`config.mk`:
```
export PLATFORM = sky130hd
export DESIGN_NAME = humidity_temp_frame_decoder_flat
export DESIGN_NICKNAME = d
export VERILOG_FILES = /design/src/rtl/core/hdfd_pkg.sv /design/src/rtl/core/hdfd_if.sv /design/src/rtl/core/hdfd_stage_front.sv /design/src/rtl/core/hdfd_stage_check.sv /design/src/rtl/core/hdfd_stage_temp.sv /design/src/rtl/core/humidity_temp_frame_decoder.sv /design/src/flat_wrapper.sv
export SDC_FILE = /design/constraint.sdc
export NUM_CORES = 1
export LEC_CHECK = 0
export BUFFER_PORTS_ARGS = -buffer_cell sky130_fd_sc_hd__buf_2
export CAP_MARGIN = 20
export CORE_MARGIN = 2
export CORE_UTILIZATION = 55
export DETAILED_ROUTE_END_ITERATION = 8
export GPL_ROUTABILITY_DRIVEN = 0
export GPL_TIMING_DRIVEN = 0
export PLACE_DENSITY = 0.7
export SYNTH_ARGS = -nofsm -noshare
export SYNTH_HDL_FRONTEND = slang
export SYNTH_HIERARCHICAL = 1
export SYNTH_SLANG_ARGS = --single-unit
```
`constraint.sdc`:
```
create_clock -name clk -period 13.14 [get_ports clk]
set_input_delay 0 -clock clk [delete_from_list [all_inputs] [get_ports clk]]
set_output_delay 0 -clock clk [all_outputs]
set_load 0.01 [all_outputs]
```
`src/rtl/core/hdfd_pkg.sv`:
```
package hdfd_pkg;

  localparam logic [1:0] CMD_TEMP    = 2'd0;
  localparam logic [1:0] CMD_HUM     = 2'd1;
  localparam logic [1:0] CMD_REG     = 2'd2;
  localparam logic [1:0] CMD_REG_ALT = 2'd3;

  localparam logic [1:0] STATUS_OK   = 2'd0;
  localparam logic [1:0] STATUS_CRC  = 2'd1;
  localparam logic [1:0] STATUS_ZERO = 2'd2;

  // x^8+x^5+x^4+1, top bit implied
  localparam logic [7:0] CRC_POLY = 8'h31;

  // floor(raw14*512/2387) by reciprocal 7028 = floor(2^24/2387), shift 15
  localparam logic [12:0] TEMP_RECIP   = 13'd7028;
  localparam int          TEMP_SHIFT   = 15;
  localparam logic [11:0] TEMP_DIV     = 12'd2387;
  localparam logic [12:0] TEMP_OFFSET  = 13'd937;

  // raw*625 >> 15 with raw = raw14*4
  localparam logic [11:0] HUM_MUL      = 12'd2500;
  localparam int          HUM_SHIFT    = 15;
  localparam logic [10:0] HUM_OFFSET   = 11'd60;

  typedef struct packed {
    logic        is_reg;
    logic        is_temp;
    logic [7:0]  b0;
    logic [7:0]  b1;
    logic [7:0]  b2;
    logic [7:0]  crc_b0;
    logic [13:0] raw14;
    logic [26:0] tq_prod;
    logic [25:0] hum_prod;
  } s1_t;

  typedef struct packed {
    logic        is_reg;
    logic        is_temp;
    logic [1:0]  status;
    logic [7:0]  reg_byte;
    logic [13:0] raw14;
    logic [11:0] q_est;
    logic [23:0] qm;
    logic [10:0] hum_val;
  } s2_t;

  typedef struct packed {
    logic               is_reg;
    logic               is_temp;
    logic [1:0]         status;
    logic [7:0]         reg_byte;
    logic signed [11:0] temp_val;
    logic [10:0]        hum_val;
  } s3_t;

  function automatic logic [7:0] crc8_byte(input logic [7:0] crc, input logic [7:0] data);
    logic [7:0] c;
    c = crc ^ data;
    for (int i = 0; i < 8; i++) begin
      if (c[7]) begin
        c = {c[6:0], 1'b0} ^ CRC_POLY;
      end else begin
        c = {c[6:0], 1'b0};
      end
    end
    return c;
  endfunction

endpackage

```
`src/rtl/core/hdfd_if.sv`:
```
interface hdfd_in_if;
  logic       valid;
  logic       ready;
  logic [1:0] command;
  logic [7:0] first_byte;
  logic [7:0] second_byte;
  logic [7:0] check_byte;

  modport source(output valid, command, first_byte, second_byte, check_byte, input ready);
  modport sink(input valid, command, first_byte, second_byte, check_byte, output ready);
endinterface

interface hdfd_out_if;
  logic               valid;
  logic               ready;
  logic signed [11:0] value;
  logic [1:0]         status;
  logic               write_back;

  modport source(output valid, value, status, write_back, input ready);
  modport sink(input valid, value, status, write_back, output ready);
endinterface

```
`src/rtl/core/hdfd_stage_front.sv`:
```
module hdfd_stage_front (
  input  logic          clk,
  input  logic          rst,
  input  logic          en,
  input  logic          in_valid,
  input  logic [1:0]    command,
  input  logic [7:0]    first_byte,
  input  logic [7:0]    second_byte,
  input  logic [7:0]    check_byte,
  output logic          s1_valid,
  output hdfd_pkg::s1_t s1
);
  import hdfd_pkg::*;

  logic [13:0] raw14;

  // low two status bits dropped
  assign raw14 = {first_byte, second_byte[7:2]};

  always_ff @(posedge clk) begin
    if (rst) begin
      s1_valid <= 1'b0;
    end else if (en) begin
      s1_valid <= in_valid;
    end
  end

  always_ff @(posedge clk) begin
    if (en) begin
      s1.is_reg   <= command[1];
      s1.is_temp  <= (command == CMD_TEMP);
      s1.b0       <= first_byte;
      s1.b1       <= second_byte;
      s1.b2       <= check_byte;
      s1.crc_b0   <= crc8_byte(8'd0, first_byte);
      s1.raw14    <= raw14;
      s1.tq_prod  <= {13'd0, raw14} * {14'd0, TEMP_RECIP};
      s1.hum_prod <= {12'd0, raw14} * {14'd0, HUM_MUL};
    end
  end

endmodule

```
`src/rtl/core/hdfd_stage_check.sv`:
```
module hdfd_stage_check (
  input  logic          clk,
  input  logic          rst,
  input  logic          en,
  input  logic          s1_valid,
  input  hdfd_pkg::s1_t s1,
  output logic          s2_valid,
  output hdfd_pkg::s2_t s2
);
  import hdfd_pkg::*;

  logic [7:0]  crc_frame;
  logic [1:0]  status;
  logic [11:0] q_est;
  logic [10:0] hum_raw;
  logic [10:0] hum_val;

  assign crc_frame = crc8_byte(s1.crc_b0, s1.b1);
  assign q_est     = s1.tq_prod[TEMP_SHIFT +: 12];
  assign hum_raw   = s1.hum_prod[HUM_SHIFT +: 11];
  assign hum_val   = (hum_raw < HUM_OFFSET) ? 11'd0 : hum_raw - HUM_OFFSET;

  always_comb begin
    if (s1.is_reg) begin
      // zero register wins over the crc test
      if (s1.b0 == 8'd0) begin
        status = STATUS_ZERO;
      end else if (s1.crc_b0 == s1.b1) begin
        status = STATUS_OK;
      end else begin
        status = STATUS_CRC;
      end
    end else begin
      status = (crc_frame == s1.b2) ? STATUS_OK : STATUS_CRC;
    end
  end

  always_ff @(posedge clk) begin
    if (rst) begin
      s2_valid <= 1'b0;
    end else if (en) begin
      s2_valid <= s1_valid;
    end
  end

  always_ff @(posedge clk) begin
    if (en) begin
      s2.is_reg   <= s1.is_reg;
      s2.is_temp  <= s1.is_temp;
      s2.status   <= status;
      s2.reg_byte <= s1.b0;
      s2.raw14    <= s1.raw14;
      s2.q_est    <= q_est;
      s2.qm       <= {12'd0, q_est} * {12'd0, TEMP_DIV};
      s2.hum_val  <= hum_val;
    end
  end

endmodule

```
`src/rtl/core/hdfd_stage_temp.sv`:
```
module hdfd_stage_temp (
  input  logic          clk,
  input  logic          rst,
  input  logic          en,
  input  logic          s2_valid,
  input  hdfd_pkg::s2_t s2,
  output logic          s3_valid,
  output hdfd_pkg::s3_t s3
);
  import hdfd_pkg::*;

  logic [23:0]        num;
  logic [23:0]        rem;
  logic [11:0]        q;
  logic signed [12:0] t;
  logic signed [12:0] t_adj;

  assign num = {1'b0, s2.raw14, 9'd0};
  // estimate is exact or one short
  assign rem = num - s2.qm;
  assign q   = s2.q_est + {11'd0, (rem >= {12'd0, TEMP_DIV})};
  assign t   = $signed({1'b0, q}) - $signed(TEMP_OFFSET);
  // halve rounding toward zero
  assign t_adj = t + $signed({12'd0, t[12]});

  always_ff @(posedge clk) begin
    if (rst) begin
      s3_valid <= 1'b0;
    end else if (en) begin
      s3_valid <= s2_valid;
    end
  end

  always_ff @(posedge clk) begin
    if (en) begin
      s3.is_reg   <= s2.is_reg;
      s3.is_temp  <= s2.is_temp;
      s3.status   <= s2.status;
      s3.reg_byte <= s2.reg_byte;
      s3.temp_val <= $signed(t_adj[12:1]);
      s3.hum_val  <= s2.hum_val;
    end
  end

endmodule

```
`src/rtl/core/humidity_temp_frame_decoder.sv`:
```
// Sensor reply frame decoder. Each request carries one temperature, humidity or
// user-register reply frame; the block checks its CRC-8 (poly 0x131, init 0) and
// returns one result: the scaled value in tenths of a degree or percent, or the
// register byte with write_back set, or value 0 with a CRC or zero-register
// status. Four register stages (register crc and scaling products, frame crc
// and quotient estimate, quotient correction and halving, output select) lie
// between acceptance and a valid result. A request can be taken every cycle;
// the whole pipeline holds while a result waits unread.
module humidity_temp_frame_decoder (
  input logic clk,
  input logic rst,
  hdfd_in_if.sink    frame,
  hdfd_out_if.source result
);
  import hdfd_pkg::*;

  logic  en;
  logic  s1_valid;
  logic  s2_valid;
  logic  s3_valid;
  s1_t   s1;
  s2_t   s2;
  s3_t   s3;
  logic  res_valid;
  logic signed [11:0] value_next;
  logic               wb_next;

  assign en          = !res_valid || result.ready;
  assign frame.ready = en;

  hdfd_stage_front u_front (
    .clk         (clk),
    .rst         (rst),
    .en          (en),
    .in_valid    (frame.valid),
    .command     (frame.command),
    .first_byte  (frame.first_byte),
    .second_byte (frame.second_byte),
    .check_byte  (frame.check_byte),
    .s1_valid    (s1_valid),
    .s1          (s1)
  );

  hdfd_stage_check u_check (
    .clk      (clk),
    .rst      (rst),
    .en       (en),
    .s1_valid (s1_valid),
    .s1       (s1),
    .s2_valid (s2_valid),
    .s2       (s2)
  );

  hdfd_stage_temp u_temp (
    .clk      (clk),
    .rst      (rst),
    .en       (en),
    .s2_valid (s2_valid),
    .s2       (s2),
    .s3_valid (s3_valid),
    .s3       (s3)
  );

  always_comb begin
    value_next = 12'sd0;
    wb_next    = 1'b0;
    if (s3.status == STATUS_OK) begin
      if (s3.is_reg) begin
        value_next = $signed({4'd0, s3.reg_byte});
        wb_next    = 1'b1;
      end else if (s3.is_temp) begin
        value_next = s3.temp_val;
      end else begin
        value_next = $signed({1'b0, s3.hum_val});
      end
    end
  end

  always_ff @(posedge clk) begin
    if (rst) begin
      res_valid <= 1'b0;
    end else if (en) begin
      res_valid <= s3_valid;
    end
  end

  always_ff @(posedge clk) begin
    if (en) begin
      result.value      <= value_next;
      result.status     <= s3.status;
      result.write_back <= wb_next;
    end
  end

  assign result.valid = res_valid;

endmodule

```
`src/flat_wrapper.sv`:
```
// flat-port wrapper written by rule: the top's interface ports become plain ports
module humidity_temp_frame_decoder_flat import hdfd_pkg::*;
  (clk, rst, frame_valid, frame_command, frame_first_byte, frame_second_byte, frame_check_byte, frame_ready, result_valid, result_value, result_status, result_write_back, result_ready);
  hdfd_in_if frame_i ();
  hdfd_out_if result_i ();
  input logic clk;
  input logic rst;
  input wire logic [$bits(frame_i.valid)-1:0] frame_valid;
  input wire logic [$bits(frame_i.command)-1:0] frame_command;
  input wire logic [$bits(frame_i.first_byte)-1:0] frame_first_byte;
  input wire logic [$bits(frame_i.second_byte)-1:0] frame_second_byte;
  input wire logic [$bits(frame_i.check_byte)-1:0] frame_check_byte;
  output wire logic [$bits(frame_i.ready)-1:0] frame_ready;
  output wire logic [$bits(result_i.valid)-1:0] result_valid;
  output wire logic [$bits(result_i.value)-1:0] result_value;
  output wire logic [$bits(result_i.status)-1:0] result_status;
  output wire logic [$bits(result_i.write_back)-1:0] result_write_back;
  input wire logic [$bits(result_i.ready)-1:0] result_ready;
  assign frame_i.valid = frame_valid;
  assign frame_i.command = frame_command;
  assign frame_i.first_byte = frame_first_byte;
  assign frame_i.second_byte = frame_second_byte;
  assign frame_i.check_byte = frame_check_byte;
  assign frame_ready = frame_i.ready;
  assign result_valid = result_i.valid;
  assign result_value = result_i.value;
  assign result_status = result_i.status;
  assign result_write_back = result_i.write_back;
  assign result_i.ready = result_ready;
  humidity_temp_frame_decoder u_core (.clk(clk), .rst(rst), .frame(frame_i), .result(result_i));
endmodule
```
==> summary.txt, run 1 <==
Worst hold path
  – Worst hold path type: input pin to flop

GRT
  – Largest net degree at the start of global routing: 71
  – Vias in the first global route: roughly 11000
  – Initial antenna violation count: 0
  – GRT Resource Usage Total: 0.212
  – First-pass GRT wire length: 51400 µm
  – GRT overflow: 0

Timing
  – Setup violations, final: 0
  – Final worst path period share: 0.455
  – Setup TNS: 0 ps
  – Final Max Slew Viols: 0
  – RSZ-0062 raised after global routing: no
  – Worst Max-Slew Pin Slew: around 960 ps
  – Tmin final: approximately 6000 ps
  – Final hold violations: 0
  – Rel. slew slack: 0.363
  – FMAX: approximately 0.17 GHz
  – Clk_skew: roughly 15 ps

Finish
  – Final cell count without fillers: roughly 1900
  – Fin area: between 15000 and 20000 µm²
  – Final nets: around 1900
  – Layout area overhead: 10.4%
  – # fillers: between 2000 and 2500
  – Layout cells sized above 1: 0.0904
  – Antenna cells: 0

Clocking
  – Root Driver: clkbuf_16
  – Max Root-Sink Buffers: 2
  – Clk_lat worst skew: approximately 440 ps
  – CTS tree: built
  – Clock Sink Count: roughly 180
  – CTS buffer count: 17
  – CTS resizes: 0
  – Worst-path clk slew: around 80 ps
  – Htree depth: 4

Die
  – Die area: 30300 µm²
  – Boundary pin count: 47
  – # rows: 62
  – DIE HEIGHT: about 170 µm
  – Core ar.: between 20000 and 30000 µm²
  – Initial Utilization: 0.556
  – Die X: around 170 µm

Logic synthesis
  – Synth Warn #: 6
  – Post-Syn Area: 15900 µm²
  – Mapped Avg Cell Area: around 11 µm²
  – Mapped Nets: 1800
  – Post-Syn Instances: 1410

Worst setup path
  – Worst Setup End Kind: flop
  – Worst Path Arrival: 6140 ps
  – Critical-path maximum fanout: 7
  – Crit path capture: u_core/u_temp/s3[16]
  – FF-to-FF End: u_core/u_temp/s3[16]
  – Worst path required time: between 10000 and 15000 ps
  – Reg2Reg Depth: 24
  – CP startpoint kind: flop
  – Worst R2R Setup Slack: approximately 7200 ps
  – Worst r2r src: u_core/u_check/s2[47]
  – Worst Setup SP: u_core/u_check/s2[47]
  – Setup CP Type: flop to flop

Placement
  – Post-Place Cells: between 1500 and 2000
  – Hpwl dp: 23900 µm
  – Placed cell areas: approximately 17000 µm²
  – PortBufs: between 40 and 50

Drt
  – Routed WL per cell: between 15 and 20 µm
  – Drt total wl: just over 30000 µm
  – Via/cell ratio: 5.45
  – Starting DRT DRC Count: ~550
  – DRC violations left: 0
  – Vias post-DR: 10300
  – DRT Pass-1 Iters: 5
  – Final antenna-violating net count: 0

Run status
  – Status: complete, no violations

Job
  – Max cap viols: 0
-- per-layer routing --
metal | part of all wire | GRT usage
met3 | 0.034 | 0.0315
met1 | 0.45 | 0.271
met2 | 0.50 | 0.375
met4 | 0.019 | 0.0595
met5 | 0 | 0
-- registers in the layout, indices dropped and copies added, names as in the netlist --
| register | cells |
|---|---|
| u_core/u_temp/s3 | 35 |
| u_core/u_front/s1 | 57 |
| u_core/u_temp/s3_valid | 1 |
| u_core/result.value | 12 |
| u_core/result.write_back | 1 |
| u_core/result.status | 2 |
| u_core/u_check/s2 | 72 |
| u_core/result.valid | 1 |
| u_core/u_front/s1_valid | 1 |
| u_core/u_check/s2_valid | 1 |
-- worst min path at each step --
stage	from	end	slack (ps)	cells after the start
after floorplan	rst	u_core/result.valid	70	1
after global placement	frame_check_byte[7]	u_core/u_front/s1[82]	180	1
after detailed placement	frame_second_byte[0]	u_core/u_front/s1[83]	180	1
after CTS	frame_first_byte[2]	u_core/u_front/s1[93]	10	1
after global routing	frame_first_byte[2]	u_core/u_front/s1[93]	20	1
final	frame_first_byte[2]	u_core/u_front/s1[93]	30	1
-- layout by cell type (no fill, tap or decap), types with 26 or more instances in the layout --
cell type	instances
inv_1	262
ha_1	251
edfxtp_1	179
fa_1	109
xnor2_1	62
nand2_1	56
a21oi_1	53
nor2_1	48
buf_2	47
xor2_1	41
o21ai_0	28
a21o_1	26
-- metrics by stage --
step | hold WS, ps | setup WS (ps) | util
6_report | 26.2 | 7160 | 0.614
5_1_grt | 21.3 | 6730 | 0.614
4_1_cts | 14.1 | 7200 | 0.614
3_5_place_dp | 178 | 7210 | 0.583
3_3_place_gp | 178 | 6370 | 0.580
2_1_floorplan | 69.1 | 7900 | -
-- worst max-delay path, stage by stage, from the launching register on --
cell and delay [ps]:
edfxtp_1 410, ha_1 330, or4b_1 480, or4_1 480
o211ai_2 150, a41oi_1 220, xnor2_1 170, a311oi_1 280
o2111ai_1 160, ha_1 310, ha_1 350, inv_1 50
ha_1 250, a32o_1 250, a221oi_2 410, o22ai_1 200
nand2_1 100, a31o_2 200, nor2_1 60, ha_1 200
nand2_1 90, o21ai_1 70, a21oi_1 220, nor2_1 90
xor2_1 160
-- final cells by class --
cell class | count | area (µm²) | area share
multi-input combinational | 932 | 9250 | 0.526
sequential | 183 | 5460 | 0.311
inverter | 262 | 983 | 0.0560
timing repair buffer | 73 | 536 | 0.0305
tap | 384 | 480 | 0.0274
clock buffer | 17 | 425 | 0.0242
buffer | 33 | 226 | 0.0129
clock inverter | 15 | 211 | 0.0120
-- timing repair --
action	in CTS	in global routing
endpoints found under the hold margin	27	0
setup buffers	0	0
hold buffers	25	0
Power of run 1 is left out: the tool's default activity adds up to more than one toggle a clock period on the data nets, which glitch-free logic cannot reach.
==> inputs of run 2 (changes only) <==
--- a/config.mk
+++ b/config.mk
@@ -12,7 +12,7 @@
 export DETAILED_ROUTE_END_ITERATION = 8
 export GPL_ROUTABILITY_DRIVEN = 0
 export GPL_TIMING_DRIVEN = 0
-export PLACE_DENSITY = 0.7
+export PLACE_DENSITY = 0.72
 export SYNTH_ARGS = -nofsm -noshare
 export SYNTH_HDL_FRONTEND = slang
 export SYNTH_HIERARCHICAL = 1
==> constraint.sdc (replaced) <==
create_clock -name clk -period 4.8 [get_ports clk]
set_input_delay 0 -clock clk [delete_from_list [all_inputs] [get_ports clk]]
set_output_delay 0 -clock clk [all_outputs]
set_load 0.01 [all_outputs]
==> run 2 against run 1 <==
  * The flow now finishes with violations (setup timing)
  * Final cell count is 1.4% higher
  * Cell area up 3.3%
  * Die area did not move
  * Global-route usage rose by 0.099 points
  * Wire length rose by 3.3%
  * Core utilization is 2.0 points higher
  * Worst hold slack worse by 4.0 ps
  * Fmax up 13%
  * Register-to-register slack got worse by 7700 ps
  * Worst setup slack worse by 7700 ps
==> summary.txt, run 2 (same netlist as run 1, synthesis figures left out) <==
Finish
  – Final cell count without fillers: between 1500 and 2000
  – Commonest non-fill, non-tap cells in the layout: inv_1 (261), ha_1 (241), edfxtp_1 (179)
  – # fillers: 2173
  – Biggest regs: u_core/u_check/s2: 72 flops, u_core/u_front/s1: 57 flops, u_core/u_temp/s3: 35 flops
  – Top reg by flops: u_core/u_check/s2
  – Final nets: 1919
  – Layout cells sized above 1: 0.139
  – Most common cell after layout, fill and taps aside: inv_1
  – Register area: about 5500 µm²
  – Antenna cells: 0
  – Layout area overhead: 14.1%
  – Max reg flops: between 70 and 80
  – Multi-input logic area: 9590 µm²
  – Final Util: 0.634

Placement
  – PortBufs: 46
  – Hpwl dp: 23800 µm
  – Pre-CTS WS: -747 ps
  – Post-Place Cells: about 1800

Worst hold path
  – Worst hold path type: input pin to flop

Drt
  – Via/cell ratio: roughly 5.5
  – Final antenna-violating net count: 0
  – DRC violations left: 0
  – Drt total wl: 31400 µm
  – DRT Pass-1 Iters: 4
  – Vias post-DR: approximately 11000
  – Routed WL per cell: 16.3 µm
  – Starting DRT DRC Count: approximately 530

Run status
  – Status: complete, but fails checks
  – Failing checks: setup timing

Clocking
  – Root Driver: clkbuf_16
  – Htree depth: 4
  – Clk_lat worst skew: ~430 ps
  – Max Root-Sink Buffers: 2
  – CTS buffer count: 17
  – Worst-path clk slew: 70 ps
  – Clock Sink Count: about 180
  – CTS tree: built

Timing
  – Final setup margin: -499 ps
  – Clk_skew: about 8.6 ps
  – Setup violations, final: 12
  – Rel. slew slack: 0.602
  – RSZ-0062 raised after global routing: yes
  – Final Max Slew Viols: 0
  – WHS: around 22 ps
  – Tmin final: roughly 5300 ps
  – Final hold violations: 0
  – FMAX: around 0.19 GHz
  – Worst Max-Slew Pin Slew: around 590 ps
  – Final worst path period share: 1.10

GRT
  – Largest net degree at the start of global routing: 58
  – First-pass GRT wire length: slightly above 50000 µm
  – Vias in the first global route: between 10000 and 15000
  – Initial antenna violation count: 0
  – GRT overflow: 0
  – GRT Resource Usage Total: 0.213

Die
  – Die area: 30300 µm²
  – DIE HEIGHT: around 170 µm
  – Boundary pin count: 47
  – Die X: roughly 170 µm
  – Core ar.: approximately 29000 µm²
  – # rows: 62
  – Initial Utilization: 0.556

Worst setup path
  – Worst path required time: between 4000 and 5000 ps
  – CP startpoint kind: flop
  – Worst Path Arrival: 5470 ps
  – Setup CP Type: flop to flop
  – Critical-path maximum fanout: 4
  – Worst Setup End Kind: flop

Job
  – Max cap viols: 0
==> run 2: cell count changes in the layout (fill, tap and decap cells not counted), sizes merged <==
cell | previous run | this run
buf | 73 | 103
clkinv | 7 | 10
dlygate4sd3 | 25 | 22
inv | 270 | 267
==> run 2: per-stage QoR <==
| stage | setup TNS (ps) | cell area, µm² |
|---|---|---|
| after floorplan | -329 | 16000 |
| after global placement | -6370 | 16700 |
| after detailed placement | -7400 | 16800 |
| after CTS | -2870 | 17800 |
| after global routing | -6050 | 18100 |
| final | -4270 | 18100 |
==> run 2: area by class of cell <==
type / count / share of cell area
multi-input cells: 932 / 0.529
clock buffers: 17 / 0.0235
flip-flops and latches: 183 / 0.301
plain buffers: 32 / 0.0124
inverters: 262 / 0.0544
well taps: 384 / 0.0265
repair buffers: 101 / 0.0435
clock inverters: 15 / 0.0102
==> run 2: metal layers <==
layer	GRT usage	vias to the layer above	routed length, µm
li1	-	5158	-
met4	0.0564	0	608
met5	0	-	0
met2	0.380	153	16100
met3	0.0265	40	767
met1	0.274	5163	13800
==> run 2: critical path, stage by stage, from the launching register on <==
cell and delay (ps):
edfxtp_1 460, ha_4 310, or4b_4 450, or4_4 460, o211ai_4 130, a41oi_2 190
xnor2_1 170, a311oi_2 280, o2111ai_1 170, ha_2 240, ha_4 290, inv_4 30
ha_4 140, a32o_2 260, a221oi_4 310, o22ai_2 140, nand2_1 100, a31o_4 170
nor2_4 40, ha_4 160, nand2_4 70, o21ai_2 60, a21oi_2 160, nor2_1 70
xor2_1 150
==> run 2: what timing repair did <==
action | 4_1_cts | 5_1_grt
buffers inserted | 13 | 17
hold buffers | 22 | 0
pin swaps | 16 | 20
setup endpoints to repair | 12 | 20
hold endpoints to repair | 24 | 0
gates resized for setup | 24 | 39
==> run 2: path summary, 6_finish.rpt <==
kind	startpoint	endpoint	slack [ps]	depth (start not counted)
hold reg to reg	u_core/u_check/s2[2]	u_core/u_temp/s3[2]	420	0
hold / removal	frame_first_byte[2]	u_core/u_front/s1[93]	20	1
setup reg to reg	u_core/u_check/s2[47]	u_core/u_temp/s3[16]	-500	24
setup / recovery	u_core/u_check/s2[47]	u_core/u_temp/s3[16]	-500	24
Power of run 2 is left out for the same reason.
==> inputs of run 3 (changes only) <==
--- a/config.mk
+++ b/config.mk
@@ -13,6 +13,7 @@
 export GPL_ROUTABILITY_DRIVEN = 0
 export GPL_TIMING_DRIVEN = 0
 export PLACE_DENSITY = 0.72
+export SKIP_CTS_REPAIR_TIMING = 1
 export SYNTH_ARGS = -nofsm -noshare
 export SYNTH_HDL_FRONTEND = slang
 export SYNTH_HIERARCHICAL = 1
==> run 3 against run 2 <==
  * The flow still finishes with violations (setup timing)
  * Cell area shrank 1.2%
  * Global-route usage shrank 0.62 points
  * Core utilization shrank 0.78 points
  * Critical path depth shrank 4
  * Clock skew is essentially flat
==> summary.txt, run 3 (same netlist as run 1, synthesis figures left out) <==
Clocking
  – Max Root-Sink Buffers: 2
  – CTS tree: built
  – Clk_lat worst skew: between 400 and 500 ps
  – Clock Sink Count: around 180
  – Htree depth: 4
  – Worst-path clk slew: about 80 ps
  – Root Driver: clkbuf_16
  – CTS buffer count: 17

Run status
  – Status: complete, but fails checks
  – Failing checks: setup timing

Worst setup path
  – Cell breakdown of the critical path: ha_4, or4b_4, or4_4, o211ai_4, a41oi_2, xnor2_1, a311oi_2, o2111ai_1, ha_2, ha_4, inv_2, ha_4, a32o_2, a221oi_4, o22ai_2, buf_4, a2111o_1, and4_4, a21boi_4, xnor2_2
  – Setup CP Type: flop to flop
  – CP max-delay cell: or4_4
  – Worst path required time: about 5000 ps
  – Critical-path maximum fanout: 4
  – Cell repeated most along the worst path: ha_4
  – Worst Path Arrival: around 5600 ps
  – Worst Setup End Kind: flop
  – Max stage delay on crit path: between 500 and 600 ps
  – CP startpoint kind: flop

Drt
  – Met3 WL: approximately 850 µm
  – DRT Pass-1 Iters: 5
  – Final antenna-violating net count: 0
  – Drt total wl: 30900 µm
  – Via/cell ratio: approximately 5.5
  – Top Metal Used: met5
  – DRC violations left: 0
  – Routed WL per cell: approximately 16 µm
  – Routed wl met2: roughly 16000 µm
  – Vias post-DR: 10500
  – WL met1: ~14000 µm
  – Starting DRT DRC Count: between 500 and 600

Finish
  – Final cell count without fillers: roughly 1900
  – Biggest regs: u_core/u_check/s2: 72 flops, u_core/u_front/s1: 57 flops, u_core/u_temp/s3: 35 flops
  – Top reg by flops: u_core/u_check/s2
  – Final Util: 0.626
  – Layout area overhead: 12.7%
  – Commonest non-fill, non-tap cells in the layout: inv_1 (261), ha_1 (246), edfxtp_1 (179)
  – Multi-input logic area: 9460 µm²
  – Layout cells sized above 1: 0.123
  – Final nets: between 1500 and 2000
  – Most common cell after layout, fill and taps aside: inv_1
  – # fillers: between 2000 and 2500
  – Fin area: around 18000 µm²
  – Max reg flops: 72
  – Antenna cells: 0
  – Register area: around 5500 µm²

Timing
  – FMAX: ~0.18 GHz
  – Setup TNS: -5460 ps
  – Final hold violations: 0
  – Rel. slew slack: 0.603
  – RSZ-0062 raised after global routing: yes
  – Setup violations, final: 12
  – Worst Max-Slew Pin Slew: about 590 ps
  – Clk_skew: ~8.3 ps
  – Final setup margin: -647 ps
  – Final worst path period share: 1.13
  – Final Max Slew Viols: 0
  – Tmin final: 5450 ps

GRT
  – First-pass GRT wire length: about 50000 µm
  – Vias in the first global route: 10500
  – GRT overflow: 0
  – GRT Resource Usage Total: 0.207
  – Initial antenna violation count: 1
  – Largest net degree at the start of global routing: just under 60

Die
  – DIE HEIGHT: 174 µm
  – Core ar.: roughly 29000 µm²
  – # rows: 62
  – Die area: 30300 µm²
  – Initial Utilization: 0.556
  – Boundary pin count: 47
  – Die X: about 170 µm

Job
  – Max cap viols: 0

Placement
  – Hpwl dp: about 24000 µm
  – Placed cell areas: 16800 µm²
  – PortBufs: 46
  – Post-Place Cells: between 1500 and 2000

Worst hold path
  – Worst hold path type: input pin to flop
-- run 3: cell count changes in the layout (fill, tap and decap cells not counted), sizes merged --
cell    previous run  this run
clkbuf            25        26
buf              103        93
-- run 3: worst paths after layout --
path                                       startpoint  slack (ps)  cells after the start                    end
worst max-delay path            u_core/u_check/s2[47]        -650                     20   u_core/u_temp/s3[19]
worst max register to register  u_core/u_check/s2[47]        -650                     20   u_core/u_temp/s3[19]
worst min-delay path              frame_first_byte[1]           6                      1  u_core/u_front/s1[92]
worst min register to register  u_core/u_check/s2[66]         420                      0   u_core/u_temp/s3[28]
-- run 3: critical path, delay by kind of cell, from the launching register on --
kind | cells | cell delay, ps
DFF | 1 | 460
adders and majority gates | 4 | 970
xor gates and xnor gates | 2 | 360
and+or+nand+nor | 3 | 1160
AOI/OAI and AO/OA | 9 | 2030
buffers and inverters | 2 | 200
-- run 3: per-stage QoR --
step           hold WS, ps  setup slack (ps)
3_3_place_gp           177              -683
5_1_grt              0.222              -757
3_5_place_dp           178              -747
2_1_floorplan         69.1              -126
6_report              5.73              -647
4_1_cts               -275              -759
-- run 3: layout make-up --
class                           instances  area share
Buffer                                 32      0.0126
Clock buffer                           17      0.0237
Clock inverter                         15      0.0103
Inverter                              262      0.0549
Multi-Input combinational cell        932       0.528
Sequential cell                       183       0.305
Tap cell                              384      0.0268
Timing Repair Buffer                   92      0.0391
-- run 3: layer usage --
metal  vias up  track usage
li1       5125            -
met1      5156        0.269
met2       156        0.367
met3        37       0.0254
met4         2       0.0525
met5         -            0
Power of run 3 is left out for the same reason.
